**src/rtl/civ_pkg.sv**
```systemverilog
// Shared types, constants and the CRC-16 byte update for the settings image validator.
// No dependencies; every module of the block refers to this package by scoped names.
package civ_pkg;

	localparam int ADDR_BITS_DEF = 16;

	localparam logic [15:0] CRC_POLY        = 16'h1021;
	localparam logic [15:0] HDR_BYTES       = 16'd6;
	localparam logic [15:0] REGION_SIZE_RST = 16'hFFFF;
	localparam logic [7:0]  FORMAT_RST      = 8'h00;

	// Register indexes on the configuration port (paddr bit 2).
	localparam logic REG_FORMAT_VERSION = 1'b0;
	localparam logic REG_REGION_SIZE    = 1'b1;

	localparam int PADDR_W = 3;
	localparam int PDATA_W = 32;

	// Verdict codes.
	localparam logic [2:0] ERR_OK       = 3'd0;
	localparam logic [2:0] ERR_FORMAT   = 3'd1;
	localparam logic [2:0] ERR_HDR_PAST = 3'd2;
	localparam logic [2:0] ERR_BAD_SIZE = 3'd3;
	localparam logic [2:0] ERR_CRC      = 3'd4;
	localparam logic [2:0] ERR_OVERRUN  = 3'd5;

	typedef enum logic [2:0] {
		PH_IDLE    = 3'd0,
		PH_SIZE_LO = 3'd1,
		PH_SIZE_HI = 3'd2,
		PH_BODY    = 3'd3,
		PH_CHK_LO  = 3'd4,
		PH_CHK_HI  = 3'd5
	} phase_t;

	typedef struct packed {
		logic [7:0] data_byte;
		logic       start_of_image;
	} in_item_t;

	typedef struct packed {
		logic        image_ok;
		logic [2:0]  error_code;
		logic [15:0] image_size;
	} out_item_t;

	typedef struct packed {
		logic [7:0]  format_version;
		logic [15:0] region_size;
	} cfg_t;

	typedef struct packed {
		logic advance;
		logic fire;
	} scan_status_t;

	// CRC-16, polynomial 0x1021, MSB first, one byte.
	function automatic logic [15:0] crc16_byte(input logic [15:0] crc, input logic [7:0] b);
		logic [15:0] c;
		c = crc ^ {b, 8'h00};
		for (int i = 0; i < 8; i++) begin
			c = c[15] ? ({c[14:0], 1'b0} ^ CRC_POLY) : {c[14:0], 1'b0};
		end
		return c;
	endfunction

endpackage

```
**src/rtl/civ_regs.sv**
```systemverilog
// Configuration registers of the settings image validator behind an APB-style port.
// Depends on civ_pkg for the register indexes, reset values and cfg_t.
module civ_regs (
	input  logic                          clk,
	input  logic                          arst_n,
	input  logic                          psel,
	input  logic                          penable,
	input  logic                          pwrite,
	input  logic [civ_pkg::PADDR_W-1:0]   paddr,
	input  logic [civ_pkg::PDATA_W-1:0]   pwdata,
	output logic [civ_pkg::PDATA_W-1:0]   prdata,
	output logic                          pready,
	output civ_pkg::cfg_t                 cfg
);

	civ_pkg::cfg_t cfg_q;
	logic          wr_en;

	assign pready = 1'b1;
	assign wr_en  = psel && penable && pwrite;
	assign cfg    = cfg_q;

	always_ff @(posedge clk or negedge arst_n) begin
		if (!arst_n) begin
			cfg_q.format_version <= civ_pkg::FORMAT_RST;
			cfg_q.region_size    <= civ_pkg::REGION_SIZE_RST;
		end else if (wr_en) begin
			unique case (paddr[2])
				civ_pkg::REG_FORMAT_VERSION: cfg_q.format_version <= pwdata[7:0];
				civ_pkg::REG_REGION_SIZE:    cfg_q.region_size    <= pwdata[15:0];
				default: ;
			endcase
		end
	end

	always_comb begin
		unique case (paddr[2])
			civ_pkg::REG_FORMAT_VERSION: prdata = {24'h000000, cfg_q.format_version};
			civ_pkg::REG_REGION_SIZE:    prdata = {16'h0000, cfg_q.region_size};
			default:                     prdata = '0;
		endcase
	end

endmodule

```
**src/rtl/civ_scan.sv**
```systemverilog
// Scan FSM for settings images: CRC, bounds, one byte per cycle unless a verdict stalls.
// Depends on civ_pkg for the phase enum, verdict codes, item types and crc16_byte.
module civ_scan #(
	parameter int ADDR_BITS = civ_pkg::ADDR_BITS_DEF
) (
	input  logic                   clk,
	input  logic                   arst_n,
	input  civ_pkg::cfg_t          cfg,
	input  logic                   item_valid_s1,
	input  civ_pkg::in_item_t      item_s1,
	input  logic                   out_free,
	output civ_pkg::scan_status_t  status,
	output civ_pkg::out_item_t     res
);

	localparam int SUM_W = ((ADDR_BITS > 16) ? ADDR_BITS : 16) + 1;

	civ_pkg::phase_t        phase_q, phase_d;
	logic [ADDR_BITS-1:0]   offset_q, offset_d;
	logic [ADDR_BITS-1:0]   rstart_q, rstart_d;
	logic [15:0]            rem_q, rem_d;
	logic [7:0]             lo_q, lo_d;
	logic [15:0]            crc_q, crc_d;

	logic [ADDR_BITS-1:0]   off;
	logic [SUM_W-1:0]       off_x, off_inc, region_x, rs_hdr, rs_size;
	logic [15:0]            rec_size, rem_dec, crc_new;
	logic                   active, has_res;

	always_ff @(posedge clk or negedge arst_n) begin
		if (!arst_n) begin
			phase_q  <= civ_pkg::PH_IDLE;
			offset_q <= '0;
			rstart_q <= '0;
			rem_q    <= '0;
			lo_q     <= '0;
			crc_q    <= '0;
		end else if (status.advance) begin
			phase_q  <= phase_d;
			offset_q <= offset_d;
			rstart_q <= rstart_d;
			rem_q    <= rem_d;
			lo_q     <= lo_d;
			crc_q    <= crc_d;
		end
	end

	always_comb begin
		phase_d  = phase_q;
		offset_d = offset_q;
		rstart_d = rstart_q;
		rem_d    = rem_q;
		lo_d     = lo_q;
		crc_d    = crc_q;
		has_res  = 1'b0;
		res      = '0;

		off      = item_s1.start_of_image ? '0 : offset_q;
		off_x    = SUM_W'(off);
		off_inc  = off_x + SUM_W'(1);
		region_x = SUM_W'(cfg.region_size);
		rec_size = {item_s1.data_byte, lo_q};
		rs_hdr   = SUM_W'(rstart_q) + SUM_W'(civ_pkg::HDR_BYTES);
		rs_size  = SUM_W'(rstart_q) + SUM_W'(rec_size);
		crc_new  = civ_pkg::crc16_byte(crc_q, item_s1.data_byte);
		rem_dec  = (rem_q != 16'd0) ? (rem_q - 16'd1) : rem_q;
		active   = item_s1.start_of_image || (phase_q != civ_pkg::PH_IDLE);

		if (!active) begin
			phase_d = civ_pkg::PH_IDLE;
		end else if (off_x >= region_x) begin
			// Any byte at or past the end of the region ends the scan.
			has_res        = 1'b1;
			res.error_code = civ_pkg::ERR_OVERRUN;
			phase_d        = civ_pkg::PH_IDLE;
		end else begin
			offset_d = off_inc[ADDR_BITS-1:0];
			if (item_s1.start_of_image) begin
				if (item_s1.data_byte != cfg.format_version) begin
					has_res        = 1'b1;
					res.error_code = civ_pkg::ERR_FORMAT;
					phase_d        = civ_pkg::PH_IDLE;
				end else begin
					crc_d    = civ_pkg::crc16_byte(16'h0000, item_s1.data_byte);
					rstart_d = ADDR_BITS'(1);
					phase_d  = civ_pkg::PH_SIZE_LO;
				end
			end else begin
				unique case (phase_q)
					civ_pkg::PH_SIZE_LO: begin
						crc_d   = crc_new;
						lo_d    = item_s1.data_byte;
						phase_d = civ_pkg::PH_SIZE_HI;
					end
					civ_pkg::PH_SIZE_HI: begin
						crc_d = crc_new;
						if (rec_size == 16'd0) begin
							// A zero size is the terminator; the checksum follows.
							phase_d = civ_pkg::PH_CHK_LO;
						end else if (rs_hdr >= region_x) begin
							has_res        = 1'b1;
							res.error_code = civ_pkg::ERR_HDR_PAST;
							phase_d        = civ_pkg::PH_IDLE;
						end else if ((rec_size < civ_pkg::HDR_BYTES) || (rs_size >= region_x)) begin
							has_res        = 1'b1;
							res.error_code = civ_pkg::ERR_BAD_SIZE;
							phase_d        = civ_pkg::PH_IDLE;
						end else begin
							rem_d   = rec_size - 16'd2;
							phase_d = civ_pkg::PH_BODY;
						end
					end
					civ_pkg::PH_BODY: begin
						crc_d = crc_new;
						rem_d = rem_dec;
						if (rem_dec == 16'd0) begin
							rstart_d = off_inc[ADDR_BITS-1:0];
							phase_d  = civ_pkg::PH_SIZE_LO;
						end
					end
					civ_pkg::PH_CHK_LO: begin
						lo_d    = item_s1.data_byte;
						phase_d = civ_pkg::PH_CHK_HI;
					end
					civ_pkg::PH_CHK_HI: begin
						has_res        = 1'b1;
						res.image_ok   = (rec_size == crc_q);
						res.error_code = (rec_size == crc_q) ? civ_pkg::ERR_OK : civ_pkg::ERR_CRC;
						res.image_size = off_inc[15:0];
						phase_d        = civ_pkg::PH_IDLE;
					end
					default: begin
						phase_d = civ_pkg::PH_IDLE;
					end
				endcase
			end
		end
	end

	// A byte that gives no verdict moves on even while the result register is full.
	assign status.advance = item_valid_s1 && (!has_res || out_free);
	assign status.fire    = status.advance && has_res;

endmodule

```
**src/rtl/config_image_validator_core.sv**
```systemverilog
// Top level of the settings image validator: input register, scan logic, result register.
// Depends on civ_pkg, civ_regs and civ_scan.
//
//  channel  | handshake                     | payload
//  ---------+-------------------------------+--------------------------------------
//  item     | item_valid / item_stall       | item_data   (data_byte, start_of_image)
//  result   | result_valid / result_stall   | result_data (image_ok, error_code, image_size)
//  config   | psel penable pwrite pready    | paddr, pwdata, prdata
//
// One byte is taken per cycle unless a verdict stalls; the verdict goes to the result register.
// The byte is registered, then the scan state, the byte CRC and the bound compares settle it.
// Reset clears the handshake flags and returns the scan to idle.
// A stalled result holds; bytes that give no verdict keep flowing behind it.
module config_image_validator_core #(
	parameter int ADDR_BITS = civ_pkg::ADDR_BITS_DEF
) (
	input  logic                          clk,
	input  logic                          arst_n,
	input  logic                          item_valid,
	output logic                          item_stall,
	input  civ_pkg::in_item_t             item_data,
	output logic                          result_valid,
	input  logic                          result_stall,
	output civ_pkg::out_item_t            result_data,
	input  logic                          psel,
	input  logic                          penable,
	input  logic                          pwrite,
	input  logic [civ_pkg::PADDR_W-1:0]   paddr,
	input  logic [civ_pkg::PDATA_W-1:0]   pwdata,
	output logic [civ_pkg::PDATA_W-1:0]   prdata,
	output logic                          pready
);

	civ_pkg::cfg_t         cfg;
	civ_pkg::scan_status_t status;
	civ_pkg::out_item_t    res;
	civ_pkg::in_item_t     item_s1;
	civ_pkg::out_item_t    result_q;
	logic                  item_valid_s1;
	logic                  result_valid_q;
	logic                  out_free;

	civ_regs u_regs (
		.clk     (clk),
		.arst_n  (arst_n),
		.psel    (psel),
		.penable (penable),
		.pwrite  (pwrite),
		.paddr   (paddr),
		.pwdata  (pwdata),
		.prdata  (prdata),
		.pready  (pready),
		.cfg     (cfg)
	);

	civ_scan #(
		.ADDR_BITS (ADDR_BITS)
	) u_scan (
		.clk           (clk),
		.arst_n        (arst_n),
		.cfg           (cfg),
		.item_valid_s1 (item_valid_s1),
		.item_s1       (item_s1),
		.out_free      (out_free),
		.status        (status),
		.res           (res)
	);

	assign out_free   = !result_valid_q || !result_stall;
	assign item_stall = item_valid_s1 && !status.advance;

	always_ff @(posedge clk or negedge arst_n) begin
		if (!arst_n) begin
			item_valid_s1 <= 1'b0;
		end else if (!item_stall) begin
			item_valid_s1 <= item_valid;
		end
	end

	always_ff @(posedge clk) begin
		if (item_valid && !item_stall) begin
			item_s1 <= item_data;
		end
	end

	always_ff @(posedge clk or negedge arst_n) begin
		if (!arst_n) begin
			result_valid_q <= 1'b0;
		end else if (status.fire) begin
			result_valid_q <= 1'b1;
		end else if (!result_stall) begin
			result_valid_q <= 1'b0;
		end
	end

	always_ff @(posedge clk) begin
		if (status.fire) begin
			result_q <= res;
		end
	end

	assign result_valid = result_valid_q;
	assign result_data  = result_q;

endmodule

```
**config.mk**
```make
export PLATFORM = sky130hd
export DESIGN_NAME = config_image_validator_core
export DESIGN_NICKNAME = d
export VERILOG_FILES = /design/src/rtl/civ_pkg.sv /design/src/rtl/civ_regs.sv /design/src/rtl/civ_scan.sv /design/src/rtl/config_image_validator_core.sv
export SDC_FILE = /design/constraint.sdc
export NUM_CORES = 1
export LEC_CHECK = 0
export BUFFER_PORTS_ARGS = -buffer_cell sky130_fd_sc_hd__buf_2
export CAP_MARGIN = 40
export CORE_MARGIN = 3
export CORE_UTILIZATION = 45
export CTS_BUF_LIST = sky130_fd_sc_hd__clkbuf_4
export DETAILED_ROUTE_END_ITERATION = 10
export PLACE_DENSITY = 0.67
export SLEW_MARGIN = 5
export SYNTH_ARGS = -nofsm -noshare
export SYNTH_HDL_FRONTEND = slang
export SYNTH_SLANG_ARGS = --single-unit
```
**constraint.sdc**
```tcl
create_clock -name clk -period 5.8 [get_ports clk]
set_input_delay 0.29 -clock clk [delete_from_list [all_inputs] [get_ports clk]]
set_output_delay 0.29 -clock clk [all_outputs]
set_load 0.03 [all_outputs]
```
==> results.toml <==
[floorplan]
die_height_um = 151
die_area_mm2 = 0.0228
fp.dieW_um = 151
std_cell_rows = 52
core_mm2 = 0.0204
initial_core_util_pct = 46.2
io-pin-count = 106

[detailed_routing]
ant_nets = 0
dr_wl_met3_um = 846
drc = 0
avgRoutedWirePerCell_um = 17.4
dr_wl_met2_um = 12000
first_pass_iters = 7
drt-vias-per-instance = 5.59
via_count = 7492
drt_iter0_drc = 531
wl_um = 23300
top_layer = "met4"
wl_met1_um = 10200

[sta]
finalSetupViolCount = 0
period_minus_slack_ns = 5.27
finalClockSkew_ns = 0.0310
relSlewSlack_pct = 42.6
worst_pin_slew_ns = 0.859
hold_viol_final = 0
finalSetupTns_ns = 0
drv_slew = 0
rsz0062_at_grt = "no"
finalCritPeriodShare_pct = 90.8
fmax_ghz = 0.190

[clocking]
cts_tree = "done"
cts_setup_buffers = 0
clock-sinks = 130
root_buffer = "clkbuf_4"
cts-htree-levels = 4
clockBufferDepth = 2
numCtsBuffers = 17
cts.clk_slew.worst_paths_ns = 0.15
clock_latency_ns = 0.58

[grt]
grt_usage_pct = 21.3
grt_pass1_vias = 7396
grt_max_degree = 62
globalRouteOverflowTotal = 0
antenna_found_initial = 1
grt_first_pass_wirelength_um = 38400

[worst_setup_path]
r2r-start = "u_scan.lo_q[4]$_DFFE_PN0P_"
cp.arrival_ns = 5.72
slowest_delay_ns = 0.81
critPathCapture = "u_scan.lo_q[4]$_DFFE_PN0P_"
worstRegToRegCells = 18
timing.critical_path.from = "u_scan.lo_q[4]$_DFFE_PN0P_"
path_common_cell = "a21oi_1"
crit_type = "flip-flop to flip-flop"
cp_cell_sequence = "ha_1 > or2_2 > or3_1 > o211ai_1 > a21oi_1 > o41ai_1 > o21ai_0 > a21oi_1 > xnor2_1 > ha_1 > a211o_1 > a21oi_1 > nand4_1 > nor4_2 > buf_4 > o211ai_2 > or4_1 > mux2_4"
worst_setup_path_end_kind = "flip-flop"
crit_slowest_cell = "or4_1"
cp_max_fo = 8
timing.rr.end = "u_scan.lo_q[4]$_DFFE_PN0P_"
r2r_setup_slack_ns = 0.53
critPathLaunchType = "flip-flop"
critPathRequiredTime_ns = 6.25

[yosys]
synth_top_area_share_pct = 22.5
yosysWarnings = 0
synth_top_family_by_area = "simple AND/OR/NAND/NOR gates"
synth-seq-area-share_pct = 36.2
synth_area_mm2 = 0.00945
synth-simple-area-share_pct = 16.5
synth-edff-count = 29
synth_fa_ha_area_share_pct = 9.35
synthMuxAreaShare_pct = 9.09
yosys-top-cells-area = "dfrtp_1 (23%), edfxtp_1 (9.2%), ha_1 (9.1%)"
synth-seq-cells = 130
yosys.area_share.xor_xnor_pct = 10.9
synth-compound-area-share_pct = 13.0
ys_types = 73
synth_cells = 969
syn_avg_cell_area_um2 = 9.75
synth_top_cell_by_area = "dfrtp_1"
synthFlopType = "dfrtp_1"
async_reset_ff_share_pct = 77.7

[outcome]
status = "completed"

[layout]
layout.cells.most_common = "dfrtp_1"
most-common-layout-cells = "dfrtp_1 (85), nor2_1 (77), xnor2_1 (70), ha_1 (69), buf_2 (69)"
drive_above_1_share_pct = 21.0
synthToLayoutAreaGrowth_pct = 12.2
nets = 1178

[power]
finalPower_uw = 3790
leakage_uw = 0.00467
powerDensity_mw_per_mm2 = 357
ir_worst_vdd_uv = 167

[placement]
port-buffer-count = 70
dp_hpwl_um = 17100
routabilityCongestion = 0.859

[run]
drv_cap = 0

[worst_hold_path]
min_path_type = "input port to async pin"
Yosys cell counts (all sizes together) (14+ instances only):
library cell  count
a21oi            35
buf              26
clkbuf           36
dfrtp            85
dfstp            16
edfxtp           29
ha               69
inv              37
mux2             70
nand2            32
nand3            27
nand4            14
nor2             79
nor2b            31
nor3             25
nor4             14
o21ai            61
xnor2            70
xor2             48
worst min-delay path by stage:
stage                start                           end  slack, ns
finish              arst_n   u_scan.rem_q[8]$_DFFE_PN0P_       0.24
global route        arst_n    u_regs.cfg[23]$_DFFE_PN0P_       0.25
CTS                 arst_n    u_regs.cfg[23]$_DFFE_PN0P_       0.22
detailed placement  arst_n   u_scan.crc_q[2]$_DFFE_PN0P_       0.33
global placement    arst_n  u_scan.crc_q[14]$_DFFE_PN0P_       0.33
floorplan           arst_n     item_valid_s1$_DFFE_PN0N_     -0.006
metal layers:
metal  vias up  global-route usage [%]
met2       176                    37.9
met3        22                    3.56
met4         0                    5.21
li1       3632                       -
met5         -                       0
met1      3662                    27.1
kinds of logic (layout without fill, tap and decap cells):
family,count (synthesis),count (layout)
AOI/OAI and AO/OA,185,185
and+or+nand+nor,291,291
DFF,130,130
adders and majority gates,70,70
muxes,74,74
xor gates and xnor gates,118,118
other,2,18
buffers and inverters,99,185
critical path: cells and delay by family (launching register included):
kind / cells / cell delay [ns]
AND/OR/NAND/NOR: 5 / 1.89
flip-flops: 1 / 0.51
buffers and inverters: 1 / 0.21
multiplexers: 1 / 0.40
adder cells (fa/ha/maj): 2 / 0.46
AO/OA/AOI/OAI: 8 / 1.60
XOR/XNOR: 1 / 0.09
layout make-up:
class / count / area, um2
fill: 1892 / 9830
multi-input combinational: 755 / 5630
sequential: 130 / 3420
timing repair buffer: 116 / 788
tap: 270 / 338
clock inverter: 15 / 163
inverter: 37 / 139
clock buffer: 17 / 128
antenna: 1 / 2.50
power by group:
part	internal [uW]	leakage, uW	switching, uW
logic	765	0.00300	860
clock network	236	0.000159	424
registers	1170	0.00151	335
total	2170	0.00467	1620
registers in the layout, summed over array words and instances (netlist names):
| name | cells |
|---|---|
| item_valid_s1 | 1 |
| u_regs.cfg | 24 |
| u_scan.rstart_q | 16 |
| u_scan.lo_q | 8 |
| u_scan.crc_q | 16 |
| result_valid | 1 |
| result_data | 20 |
| u_scan.rem_q | 16 |
| u_scan.phase_q | 3 |
| u_scan.offset_q | 16 |
| item_s1 | 9 |
through the flow:
| step | worst slack, ns | cell area, um2 | util, % | hold WS [ns] | instances |
|---|---|---|---|---|---|
| after global routing | 0.244 | 10600 | 51.9 | 0.248 | 1341 |
| after global placement | 0.645 | 10000 | 49.0 | 0.330 | 1279 |
| after detailed placement | 0.613 | 10000 | 49.1 | 0.330 | 1280 |
| final | 0.534 | 10600 | 51.9 | 0.236 | 1341 |
| after floorplan | 0.852 | 9500 | - | -0.00559 | 984 |
| after CTS | 0.553 | 10600 | 51.9 | 0.219 | 1340 |
what timing repair did:
item | CTS | global route
hold buffers | 28 | 0
gates resized for setup | 0 | 0
endpoints found under the hold margin | 70 | 0
(Power assumes the default switching activity.)
